`src/rtl/core/prs_pkg.sv`:
```
// Package for the periodic refresh scheduler: event codes, item, result and
// configuration types, and fixed constants. No dependencies.
`default_nettype none

package prs_pkg;

  localparam int unsigned TICK_W = 32;
  localparam int unsigned MIN_W  = 12;
  localparam int unsigned CNT_W  = 8;
  // 4095 minutes of 60000 ticks still fits in 28 bits
  localparam int unsigned IVL_W  = 28;

  localparam logic [15:0] TICKS_PER_MINUTE = 16'd60000;
  localparam logic [CNT_W-1:0] CNT_MAX     = {CNT_W{1'b1}};

  typedef enum logic [2:0] {
    ACT_POLL    = 3'd0,
    ACT_BEGIN   = 3'd1,
    ACT_SUCCESS = 3'd2,
    ACT_DEFER   = 3'd3,
    ACT_CANCEL  = 3'd4,
    ACT_INIT    = 3'd5
  } action_e;

  typedef enum logic [1:0] {
    FST_NONE      = 2'd0,
    FST_DEFERRED  = 2'd1,
    FST_EXHAUSTED = 2'd2
  } fail_status_e;

  typedef enum logic [1:0] {
    REG_ENABLE    = 2'd0,
    REG_INTERVAL  = 2'd1,
    REG_RETRY     = 2'd2,
    REG_MAX_FAIL  = 2'd3
  } reg_idx_e;

  typedef struct packed {
    logic [2:0]        action;
    logic [TICK_W-1:0] now;
    logic              window_ready;
  } item_t;

  typedef struct packed {
    logic              enable;
    logic [MIN_W-1:0]  interval_minutes;
    logic [TICK_W-1:0] retry_delay_ticks;
    logic [CNT_W-1:0]  max_failed_rounds;
  } cfg_t;

  typedef struct packed {
    logic             ready_res;
    fail_status_e     failure_status;
    logic             is_armed;
    logic             is_pending;
    logic             is_active;
    logic             is_exhausted;
    logic [CNT_W-1:0] failed_count;
  } result_t;

endpackage

`default_nettype wire

```
`src/rtl/core/prs_core.sv`:
```
// Scheduler state and single-pass event logic: one item per fire, result
// returned combinationally. Depends on prs_pkg.
`default_nettype none

module prs_core #(
  parameter int unsigned MIN_INTERVAL_MINUTES = 1,
  parameter int unsigned MAX_INTERVAL_MINUTES = 1440
) (
  input  wire logic           clk_i,
  input  wire logic           rst_ni,
  input  wire logic           fire_i,
  input  wire prs_pkg::item_t item_i,
  input  wire prs_pkg::cfg_t  cfg_i,
  output prs_pkg::result_t    res_o
);

  localparam logic [prs_pkg::MIN_W-1:0] MinIvl = prs_pkg::MIN_W'(MIN_INTERVAL_MINUTES);
  localparam logic [prs_pkg::MIN_W-1:0] MaxIvl = prs_pkg::MIN_W'(MAX_INTERVAL_MINUTES);

  logic                        enabled_q, enabled_d;
  logic [prs_pkg::IVL_W-1:0]   interval_q, interval_d;
  logic [prs_pkg::TICK_W-1:0]  anchor_q, anchor_d;
  logic [prs_pkg::TICK_W-1:0]  retry_q, retry_d;
  logic                        armed_q, armed_d;
  logic                        pending_q, pending_d;
  logic                        active_q, active_d;
  logic                        rwait_q, rwait_d;
  logic                        exh_q, exh_d;
  logic [prs_pkg::CNT_W-1:0]   rounds_q, rounds_d;

  logic [prs_pkg::TICK_W-1:0]  since_anchor, since_retry;
  logic [prs_pkg::CNT_W-1:0]   rounds_inc;
  logic [prs_pkg::IVL_W-1:0]   interval_calc;
  logic                        ivl_ok;
  logic                        poll_ok;
  logic                        ready;
  prs_pkg::fail_status_e       status;

  assign since_anchor  = item_i.now - anchor_q;
  assign since_retry   = item_i.now - retry_q;
  assign rounds_inc    = (rounds_q != prs_pkg::CNT_MAX) ? rounds_q + 1'b1 : rounds_q;
  assign interval_calc = prs_pkg::IVL_W'(cfg_i.interval_minutes) *
                         prs_pkg::IVL_W'(prs_pkg::TICKS_PER_MINUTE);
  assign ivl_ok        = (cfg_i.interval_minutes >= MinIvl) &&
                         (cfg_i.interval_minutes <= MaxIvl);

  always_comb begin
    enabled_d  = enabled_q;
    interval_d = interval_q;
    anchor_d   = anchor_q;
    retry_d    = retry_q;
    armed_d    = armed_q;
    pending_d  = pending_q;
    active_d   = active_q;
    rwait_d    = rwait_q;
    exh_d      = exh_q;
    rounds_d   = rounds_q;
    poll_ok    = 1'b0;
    ready      = 1'b0;
    status     = prs_pkg::FST_NONE;

    case (prs_pkg::action_e'(item_i.action))
      prs_pkg::ACT_POLL, prs_pkg::ACT_BEGIN: begin
        if (enabled_q && !exh_q) begin
          if (!armed_q) begin
            if (item_i.window_ready) begin
              anchor_d = item_i.now;
              armed_d  = 1'b1;
            end
          end else begin
            pending_d = pending_q ||
                        (since_anchor >= prs_pkg::TICK_W'(interval_q));
            if (rwait_q && (since_retry < cfg_i.retry_delay_ticks)) begin
              poll_ok = 1'b0;
            end else begin
              // retry wait is dropped even if the answer turns out not ready
              rwait_d = 1'b0;
              poll_ok = pending_d && !active_q && item_i.window_ready;
            end
          end
        end
        ready = poll_ok;
        if (poll_ok && (prs_pkg::action_e'(item_i.action) == prs_pkg::ACT_BEGIN)) begin
          active_d = 1'b1;
        end
      end
      prs_pkg::ACT_SUCCESS: begin
        if (active_q) begin
          anchor_d  = item_i.now;
          rounds_d  = '0;
          armed_d   = 1'b1;
          pending_d = 1'b0;
          active_d  = 1'b0;
          rwait_d   = 1'b0;
        end
      end
      prs_pkg::ACT_DEFER: begin
        if (active_q) begin
          active_d  = 1'b0;
          pending_d = 1'b1;
          rounds_d  = rounds_inc;
          if (rounds_inc >= cfg_i.max_failed_rounds) begin
            exh_d   = 1'b1;
            rwait_d = 1'b0;
            status  = prs_pkg::FST_EXHAUSTED;
          end else begin
            retry_d = item_i.now;
            rwait_d = 1'b1;
            status  = prs_pkg::FST_DEFERRED;
          end
        end
      end
      prs_pkg::ACT_CANCEL: begin
        active_d = 1'b0;
      end
      prs_pkg::ACT_INIT: begin
        enabled_d  = 1'b0;
        interval_d = '0;
        anchor_d   = '0;
        retry_d    = '0;
        armed_d    = 1'b0;
        pending_d  = 1'b0;
        active_d   = 1'b0;
        rwait_d    = 1'b0;
        exh_d      = 1'b0;
        rounds_d   = '0;
        if (ivl_ok) begin
          enabled_d  = cfg_i.enable;
          interval_d = interval_calc;
          ready      = 1'b1;
        end
      end
      default: begin
      end
    endcase
  end

  always_ff @(posedge clk_i or negedge rst_ni) begin
    if (!rst_ni) begin
      enabled_q  <= 1'b0;
      interval_q <= '0;
      anchor_q   <= '0;
      retry_q    <= '0;
      armed_q    <= 1'b0;
      pending_q  <= 1'b0;
      active_q   <= 1'b0;
      rwait_q    <= 1'b0;
      exh_q      <= 1'b0;
      rounds_q   <= '0;
    end else if (fire_i) begin
      enabled_q  <= enabled_d;
      interval_q <= interval_d;
      anchor_q   <= anchor_d;
      retry_q    <= retry_d;
      armed_q    <= armed_d;
      pending_q  <= pending_d;
      active_q   <= active_d;
      rwait_q    <= rwait_d;
      exh_q      <= exh_d;
      rounds_q   <= rounds_d;
    end
  end

  always_comb begin
    res_o.ready_res      = ready;
    res_o.failure_status = status;
    res_o.is_armed       = armed_d;
    res_o.is_pending     = pending_d;
    res_o.is_active      = active_d;
    res_o.is_exhausted   = exh_d;
    res_o.failed_count   = rounds_d;
  end

endmodule

`default_nettype wire

```
`src/rtl/core/periodic_refresh_scheduler_top.sv`:
```
// Top level of the periodic refresh scheduler: stream ports, configuration
// registers, input and result registers around prs_core. Depends on prs_pkg.
// Flow: a taken item waits in the input register until the result register can take
//   its result, which is then offered; throughput 1 item per cycle unless the output stalls.
// The event logic is a single subtract/compare pass against the state registers.
// Reset (rst_ni low, asynchronous): stream registers empty, schedule state cleared,
//   configuration back to enable 0, 60 minutes, 60000 ticks, 3 rounds.
`default_nettype none

module periodic_refresh_scheduler_top #(
  parameter int unsigned MIN_INTERVAL_MINUTES = 1,
  parameter int unsigned MAX_INTERVAL_MINUTES = 1440
) (
  input  wire logic        clk_i,
  input  wire logic        rst_ni,
  input  wire logic        s_axis_tvalid,
  output wire logic        s_axis_tready,
  input  wire logic [39:0] s_axis_tdata,  // now[31:0], window_ready[32], zero[39:33]
  input  wire logic [2:0]  s_axis_tuser,  // action[2:0]
  output wire logic        m_axis_tvalid,
  input  wire logic        m_axis_tready,
  output wire logic [15:0] m_axis_tdata,  // ready_res[0], failure_status[2:1],
                                          // is_armed[3], is_pending[4], is_active[5],
                                          // is_exhausted[6], failed_count[14:7], zero[15]
  input  wire logic        cfg_we_i,
  input  wire logic [1:0]  cfg_idx_i,
  input  wire logic [31:0] cfg_data_i
);

  prs_pkg::cfg_t    cfg_q;
  logic             in_valid_q;
  prs_pkg::item_t   in_item_q;
  logic             out_valid_q;
  prs_pkg::result_t out_res_q;
  prs_pkg::result_t res;
  logic             fire;

  // process the held item once the result register can take its answer
  assign fire          = in_valid_q && (!out_valid_q || m_axis_tready);
  assign s_axis_tready = !in_valid_q || fire;

  always_ff @(posedge clk_i or negedge rst_ni) begin
    if (!rst_ni) begin
      cfg_q.enable            <= 1'b0;
      cfg_q.interval_minutes  <= 12'd60;
      cfg_q.retry_delay_ticks <= 32'd60000;
      cfg_q.max_failed_rounds <= 8'd3;
    end else if (cfg_we_i) begin
      case (prs_pkg::reg_idx_e'(cfg_idx_i))
        prs_pkg::REG_ENABLE:   cfg_q.enable            <= cfg_data_i[0];
        prs_pkg::REG_INTERVAL: cfg_q.interval_minutes  <= cfg_data_i[11:0];
        prs_pkg::REG_RETRY:    cfg_q.retry_delay_ticks <= cfg_data_i;
        prs_pkg::REG_MAX_FAIL: cfg_q.max_failed_rounds <= cfg_data_i[7:0];
        default: begin
        end
      endcase
    end
  end

  always_ff @(posedge clk_i or negedge rst_ni) begin
    if (!rst_ni) begin
      in_valid_q <= 1'b0;
    end else if (s_axis_tready) begin
      in_valid_q <= s_axis_tvalid;
    end
  end

  always_ff @(posedge clk_i) begin
    if (s_axis_tready && s_axis_tvalid) begin
      in_item_q.action       <= s_axis_tuser;
      in_item_q.now          <= s_axis_tdata[31:0];
      in_item_q.window_ready <= s_axis_tdata[32];
    end
  end

  prs_core #(
    .MIN_INTERVAL_MINUTES(MIN_INTERVAL_MINUTES),
    .MAX_INTERVAL_MINUTES(MAX_INTERVAL_MINUTES)
  ) u_core (
    .clk_i  (clk_i),
    .rst_ni (rst_ni),
    .fire_i (fire),
    .item_i (in_item_q),
    .cfg_i  (cfg_q),
    .res_o  (res)
  );

  always_ff @(posedge clk_i or negedge rst_ni) begin
    if (!rst_ni) begin
      out_valid_q <= 1'b0;
    end else if (fire) begin
      out_valid_q <= 1'b1;
    end else if (m_axis_tready) begin
      out_valid_q <= 1'b0;
    end
  end

  always_ff @(posedge clk_i) begin
    if (fire) begin
      out_res_q <= res;
    end
  end

  assign m_axis_tvalid = out_valid_q;
  assign m_axis_tdata  = {1'b0,
                          out_res_q.failed_count,
                          out_res_q.is_exhausted,
                          out_res_q.is_active,
                          out_res_q.is_pending,
                          out_res_q.is_armed,
                          out_res_q.failure_status,
                          out_res_q.ready_res};

  // a running refresh always has an anchor
  assert property (@(posedge clk_i) disable iff (!rst_ni)
    m_axis_tvalid && m_axis_tdata[5] |-> m_axis_tdata[3])
    else $error("active refresh without anchor");

  // an exhausted schedule never has a refresh running
  assert property (@(posedge clk_i) disable iff (!rst_ni)
    m_axis_tvalid && m_axis_tdata[6] |-> !m_axis_tdata[5])
    else $error("active refresh on exhausted schedule");

  // poll/begin answer and defer status never both set
  assert property (@(posedge clk_i) disable iff (!rst_ni)
    m_axis_tvalid && m_axis_tdata[0] |-> (m_axis_tdata[2:1] == 2'd0))
    else $error("ready and failure status both set");

  // a held item that could not be processed stays held
  assert property (@(posedge clk_i) disable iff (!rst_ni)
    in_valid_q && !fire |=> in_valid_q && $stable(in_item_q))
    else $error("held item lost");

endmodule

`default_nettype wire

```
`config.mk`:
```
export PLATFORM = sky130hd
export DESIGN_NAME = periodic_refresh_scheduler_top
export DESIGN_NICKNAME = d
export VERILOG_FILES = /design/src/rtl/core/prs_pkg.sv /design/src/rtl/core/prs_core.sv /design/src/rtl/core/periodic_refresh_scheduler_top.sv
export SDC_FILE = /design/constraint.sdc
export NUM_CORES = 1
export LEC_CHECK = 0
export ABC_AREA = 1
export BUFFER_PORTS_ARGS = -buffer_cell sky130_fd_sc_hd__buf_2
export CAP_MARGIN = 20
export CORE_ASPECT_RATIO = 0.7
export CORE_MARGIN = 5
export CORE_UTILIZATION = 35
export CTS_CLUSTER_DIAMETER = 60
export CTS_CLUSTER_SIZE = 10
export DETAILED_ROUTE_END_ITERATION = 12
export SLEW_MARGIN = 20
export SYNTH_ARGS = -nofsm -noshare
export SYNTH_HDL_FRONTEND = slang
export SYNTH_SLANG_ARGS = --single-unit
```
`constraint.sdc`:
```
create_clock -name clk_i -period 6.3 [get_ports clk_i]
set_input_delay 0.945 -clock clk_i [delete_from_list [all_inputs] [get_ports clk_i]]
set_output_delay 0.945 -clock clk_i [all_outputs]
set_load 0.01 [all_outputs]
```
== Word-level counts from Yosys, hierarchy flattened ==
Cells that the tools add are included.
Widths: inputs -> output; s select.
Cells by class
  multiply operators: 1
  reduce and logical (&&, ||, !) cells: 32
  add/sub/neg operators: 3
  $lt $le $gt $ge: 5
  mux-type cells: 45
  equality and inequality tests: 17
Operators by type and width (number)
  $mux 32: 6
  $pmux 32 s3: 1
  $pmux 32 s2: 1
  $sub 32x32->32: 2
  $ge 32x28->1: 1
  $lt 32x32->1: 1
  $mux 28: 1
  $mux 1: 25
  $mux 8: 3
  $pmux 8 s3: 1
  $mul 12x11->23 const B: 1
  $ge 12x1->1 const B: 1
  $le 12x11->1 const B: 1
  $reduce_and 2->1: 6
  $add 8x1->8 const B: 1
  $ge 8x8->1: 1
  $logic_and 1x1->1: 8
  $ne 2x1->1 const B: 4
  $ne 2x2->1 const B: 4
  $ne 8x8->1 const B: 1
  $pmux 1 s4: 2
  $reduce_and 7->1: 1
  $eq 3x2->1 const B: 2
  $eq 3x3->1 const B: 2
  other kinds (17): 26
Storage, ports and cells
  word-level logic and storage cells: 129
  output and inout bits: 18
  flip-flop bits (word level): 212

== Longest topological paths before layout ==
  depth in word-level cells: 12
  depth in mapped cells: 28

== Hierarchy ==
Synthesis repeated with hierarchy kept, for this count alone.
Second synthesis, totals
  cells, all modules: 1962
  area total of the unflattened synthesis: 16041.6 um^2
Modules (own cells, without submodules)
  prs_core: times used 1, seq. area each 2527.4 um^2, area each 12209.2 um^2, cells each 1658
  periodic_refresh_scheduler_top: times used 1, seq. area each 2924.1 um^2, area each 3832.4 um^2, cells each 304

== Least setup slack after synthesis ==
Ideal clock, no wire load.
  kind: register to register
  from: register cfg_q[43] in the netlist's numbering
  to: register u_core.interval_q[25] in the netlist's numbering
  period minus slack after synthesis: 4636 ps
  path slack: 1664 ps
  arrival time: 4505 ps
  cell stages (with the launch flop): 17
  cell sequence: dfstp_2 > fa_1 > fa_1 > fa_1 > fa_1 > fa_1 > ha_1 > nand2_1 > nor2_1 > inv_1 > o21ai_1 > a31oi_1 > o21ai_2 > a21boi_1 > or2_2 > nand3_1 > o21ai_0
On the way
  word-level cells in the longest chain between the ends: 3
Ends and longest elaborated chain
  start: declaration: RTL line periodic_refresh_scheduler_top.sv:30  | prs_pkg::cfg_t cfg_q;
  parallel branches: the longest is 2 deep, another holds $mul 12x11->23
  $mux 28 *: RTL line prs_core.sv:127  | if (ivl_ok) begin
  end signal: assignment: RTL line prs_core.sv:152  | interval_q <= interval_d;
  end: declaration: RTL line prs_core.sv:21  | logic [prs_pkg::IVL_W-1:0] interval_q, interval_d;
Every way passes the cells marked *.
A chain may end at the register's enable or synchronous reset.

== Worst setup path after layout ==
Ends and elaborated chain as after synthesis.

==> metrics.txt <==
status=completed; net count after synthesis=2231; vias in the first global route=about 12000; VDD IR max=0.229 mV; number of max-cap violations=0; Slew Viols, Final=0; synth top area cells=dfrtp_1, ha_1, edfxtp_1; core area=between 40000 and 50000 µm²; CP dominant cell by count=fa_1; RSZ-0062 raised after global routing=false; DRC Markers=0; async set-reset flop share out of synthesis=0.754; Slowest cell on crit path=dfstp_2; RR Endpoint=u_core.interval_q[25]; most frequent cells after synthesis=nand2_1, inv_1, ha_1; FMAX=approximately 190 MHz; worst-margin pin slew=~1 ns; row cnt=64; critical path arrival=between 5 and 6 ns; min cycle time layout=just over 5 ns; Rel. slew slack=0.338; final net count=approximately 2300; largest net degree at the start of global routing=90; Simple-Gate Fraction of Synth Area=0.158; crit end category=flop; DR vias/cell=~5.0; die area=between 40000 and 50000 µm²; Post-Synth XOR/XNOR Area=0.0376; Worst-Skew Late Latency=approximately 0.56 ns; Clock H-tree levels=1; largest family of logic cells by synthesized area=adder cells; DP Wirelength=~33000 µm; WS Path Type=flop to flop; CP cell instances=fa_1, fa_1, fa_1, fa_1, fa_1, ha_1, nand2_1, nor2_1, inv_1, o21ai_1, a31oi_1, o21ai_2, a21boi_1, or2_2, nand3_1, o21ai_0; Top delay family on crit path=adder cells; Initial Util=0.356; worst hold path class=primary input to asynchronous set/reset pin; synth unique cells=between 50 and 60; post-route clock period utilization=0.815; most frequent cell after synthesis=nand2_1; Post-synth EDFFs=roughly 50; Setup crit start kind=flop; fin util=0.401; Crit path buffers/inverters=1; ant diodes=0; r2r worst-path depth=16; Synth warnings=0; Mapped Cells=between 1500 and 2000; gp weighted congestion=~0.94; Post-DRT Antenna Nets=0; Synth Flop Type=dfrtp_1; Synth Area in Compound Gates=0.149; share of cells above drive strength 1=0.0902; Total Wirelength=41800 µm; pwr/cell area=roughly 540 nW/µm²; multiplexer share of the synthesized area=0; Worst path max stage delay=between 0.6 and 0.7 ns; Syn Area/Cell=8.21 µm²; Yosys top cell by area=dfrtp_1; WL/cell=roughly 16 µm; clk buf depth=3; share of the synthesized area in the top cell type=0.229; PortBufs=91; first-pass GRT wire length=67700 µm; Sink Count=207; CP startpoint=cfg_q[43]; post-cts sizing count=0; sequential area share after synthesis=0.349; post-CTS setup buffers=0; Layout fillers=~4500; total track usage=0.167; initial antenna violation count=0; Worst Path Max Fanout=9; sum of negative setup slack=0 ns; Clock Skews=roughly 0.019 ns; initial DRC count=~970; Num CTS Buffers=28; CTS clk-pin slew, worst paths=about 0.06 ns; Final Hold Fails=0; Die Span X=about 260 µm; DRT Pass-1 Iters=7; hold buffers post-CTS=0; Post-Synth Adder-Cell Area=0.220; Mapped Area=15600 µm²; final setup vio count=0; Layout area overhead=12.9%; CTS root buf=clkbuf_16; Vias=about 13000; TritonCTS clock tree=built; Leak Pwr=0.00873 µW; gr ovfl total=0; I/O pins=100; Reg2Reg Setup Slack=about 1.2 ns; Die Y=187 µm; #FFs+latches synth=a little over 200; Worst R2R Start=cfg_q[43]; Req. time, crit path=~6.7 ns
==> layout by cell type, fill, tap and decap left out, drive strengths merged, types with 21 or more instances in the layout <==
cell type and n:
nand2 390, inv 316, ha 206, o21ai 190
a21oi 163, dfrtp 143, nor2 123, buf 97
edfxtp 51, clkbuf 44, fa 43, nand3 41
xor2 38, xnor2 29, nor3 21
==> report_power, final <==
| part | leakage (µW) | internal (µW) | switching, µW |
|---|---|---|---|
| clock network | 0.000413 | 875 | 626 |
| logic | 0.00590 | 2230 | 3760 |
| registers | 0.00242 | 1760 | 238 |
==> cells by family after synthesis <==
family                   count (synthesis)
other                                    1
adder cells (fa/ha/maj)                249
XOR/XNOR                                67
buffers and inverters                  346
AO/OA/AOI/OAI                          425
AND/OR/NAND/NOR                        605
flip-flops                             207
==> area by class of cell <==
| cell class | instances | area [µm²] | share of cell area |
|---|---|---|---|
| Clock buffer | 44 | 802 | 0.0456 |
| Clock inverter | 7 | 62.6 | 0.00355 |
| Inverter | 316 | 1190 | 0.0674 |
| Multi-Input combinational cell | 1347 | 8850 | 0.503 |
| Sequential cell | 207 | 5450 | 0.310 |
| Tap cell | 594 | 743 | 0.0422 |
| Timing Repair Buffer | 97 | 507 | 0.0288 |
==> through the flow <==
stage / area (µm²) / std cells / hold WS [ns] / setup WS (ns) / total power [µW]
3_5_place_dp: 16700 / 2561 / 0.474 / 1.23 / 7890
5_1_grt: 17600 / 2612 / 0.500 / 0.837 / 10500
3_3_place_gp: 16700 / 2561 / 0.467 / 1.23 / 7800
6_report: 17600 / 2612 / 0.419 / 1.17 / 9480
2_1_floorplan: 15600 / 1900 / 0.453 / 1.66 / 6360
4_1_cts: 17600 / 2612 / 0.469 / 1.21 / 9490
==> metal layers <==
| layer | wire length, µm | GRT usage |
|---|---|---|
| met1 | 22400 | 0.273 |
| met2 | 15700 | 0.223 |
| met3 | 2690 | 0.0353 |
| met4 | 950 | 0.0354 |
| met5 | 0 | 0 |
==> worst max-delay path by stage <==
stage / cells after the start / slack, ns / endpoint
floorplan: 16 / 1.66 / u_core.interval_q[25]
global placement: 18 / 1.23 / u_core.interval_q[25]
detailed placement: 18 / 1.23 / u_core.interval_q[25]
CTS: 16 / 1.21 / u_core.interval_q[25]
global route: 16 / 0.84 / u_core.interval_q[25]
finish: 16 / 1.17 / u_core.interval_q[25]
==> worst register-to-register path, stage by stage, from the launching register on <==
cell and delay [ns]:
dfstp_2 0.69, fa_1 0.49, fa_1 0.54, fa_1 0.44, fa_1 0.55, fa_1 0.43
ha_1 0.39, nand2_1 0.12, nor2_1 0.19, inv_1 0.06, o21ai_1 0.20, a31oi_1 0.11
o21ai_2 0.22, a21boi_1 0.10, or2_2 0.27, nand3_1 0.07, o21ai_0 0.10
==> flip-flops by register name (all words and copies together), names as in the netlist, 8 cells and up <==
signal / count
cfg_q: 53
in_item_q: 36
u_core.anchor_q: 32
u_core.retry_q: 32
u_core.interval_q: 23
m_axis_tdata: 15
u_core.rounds_q: 8
Power figures use the tool's default switching activity.
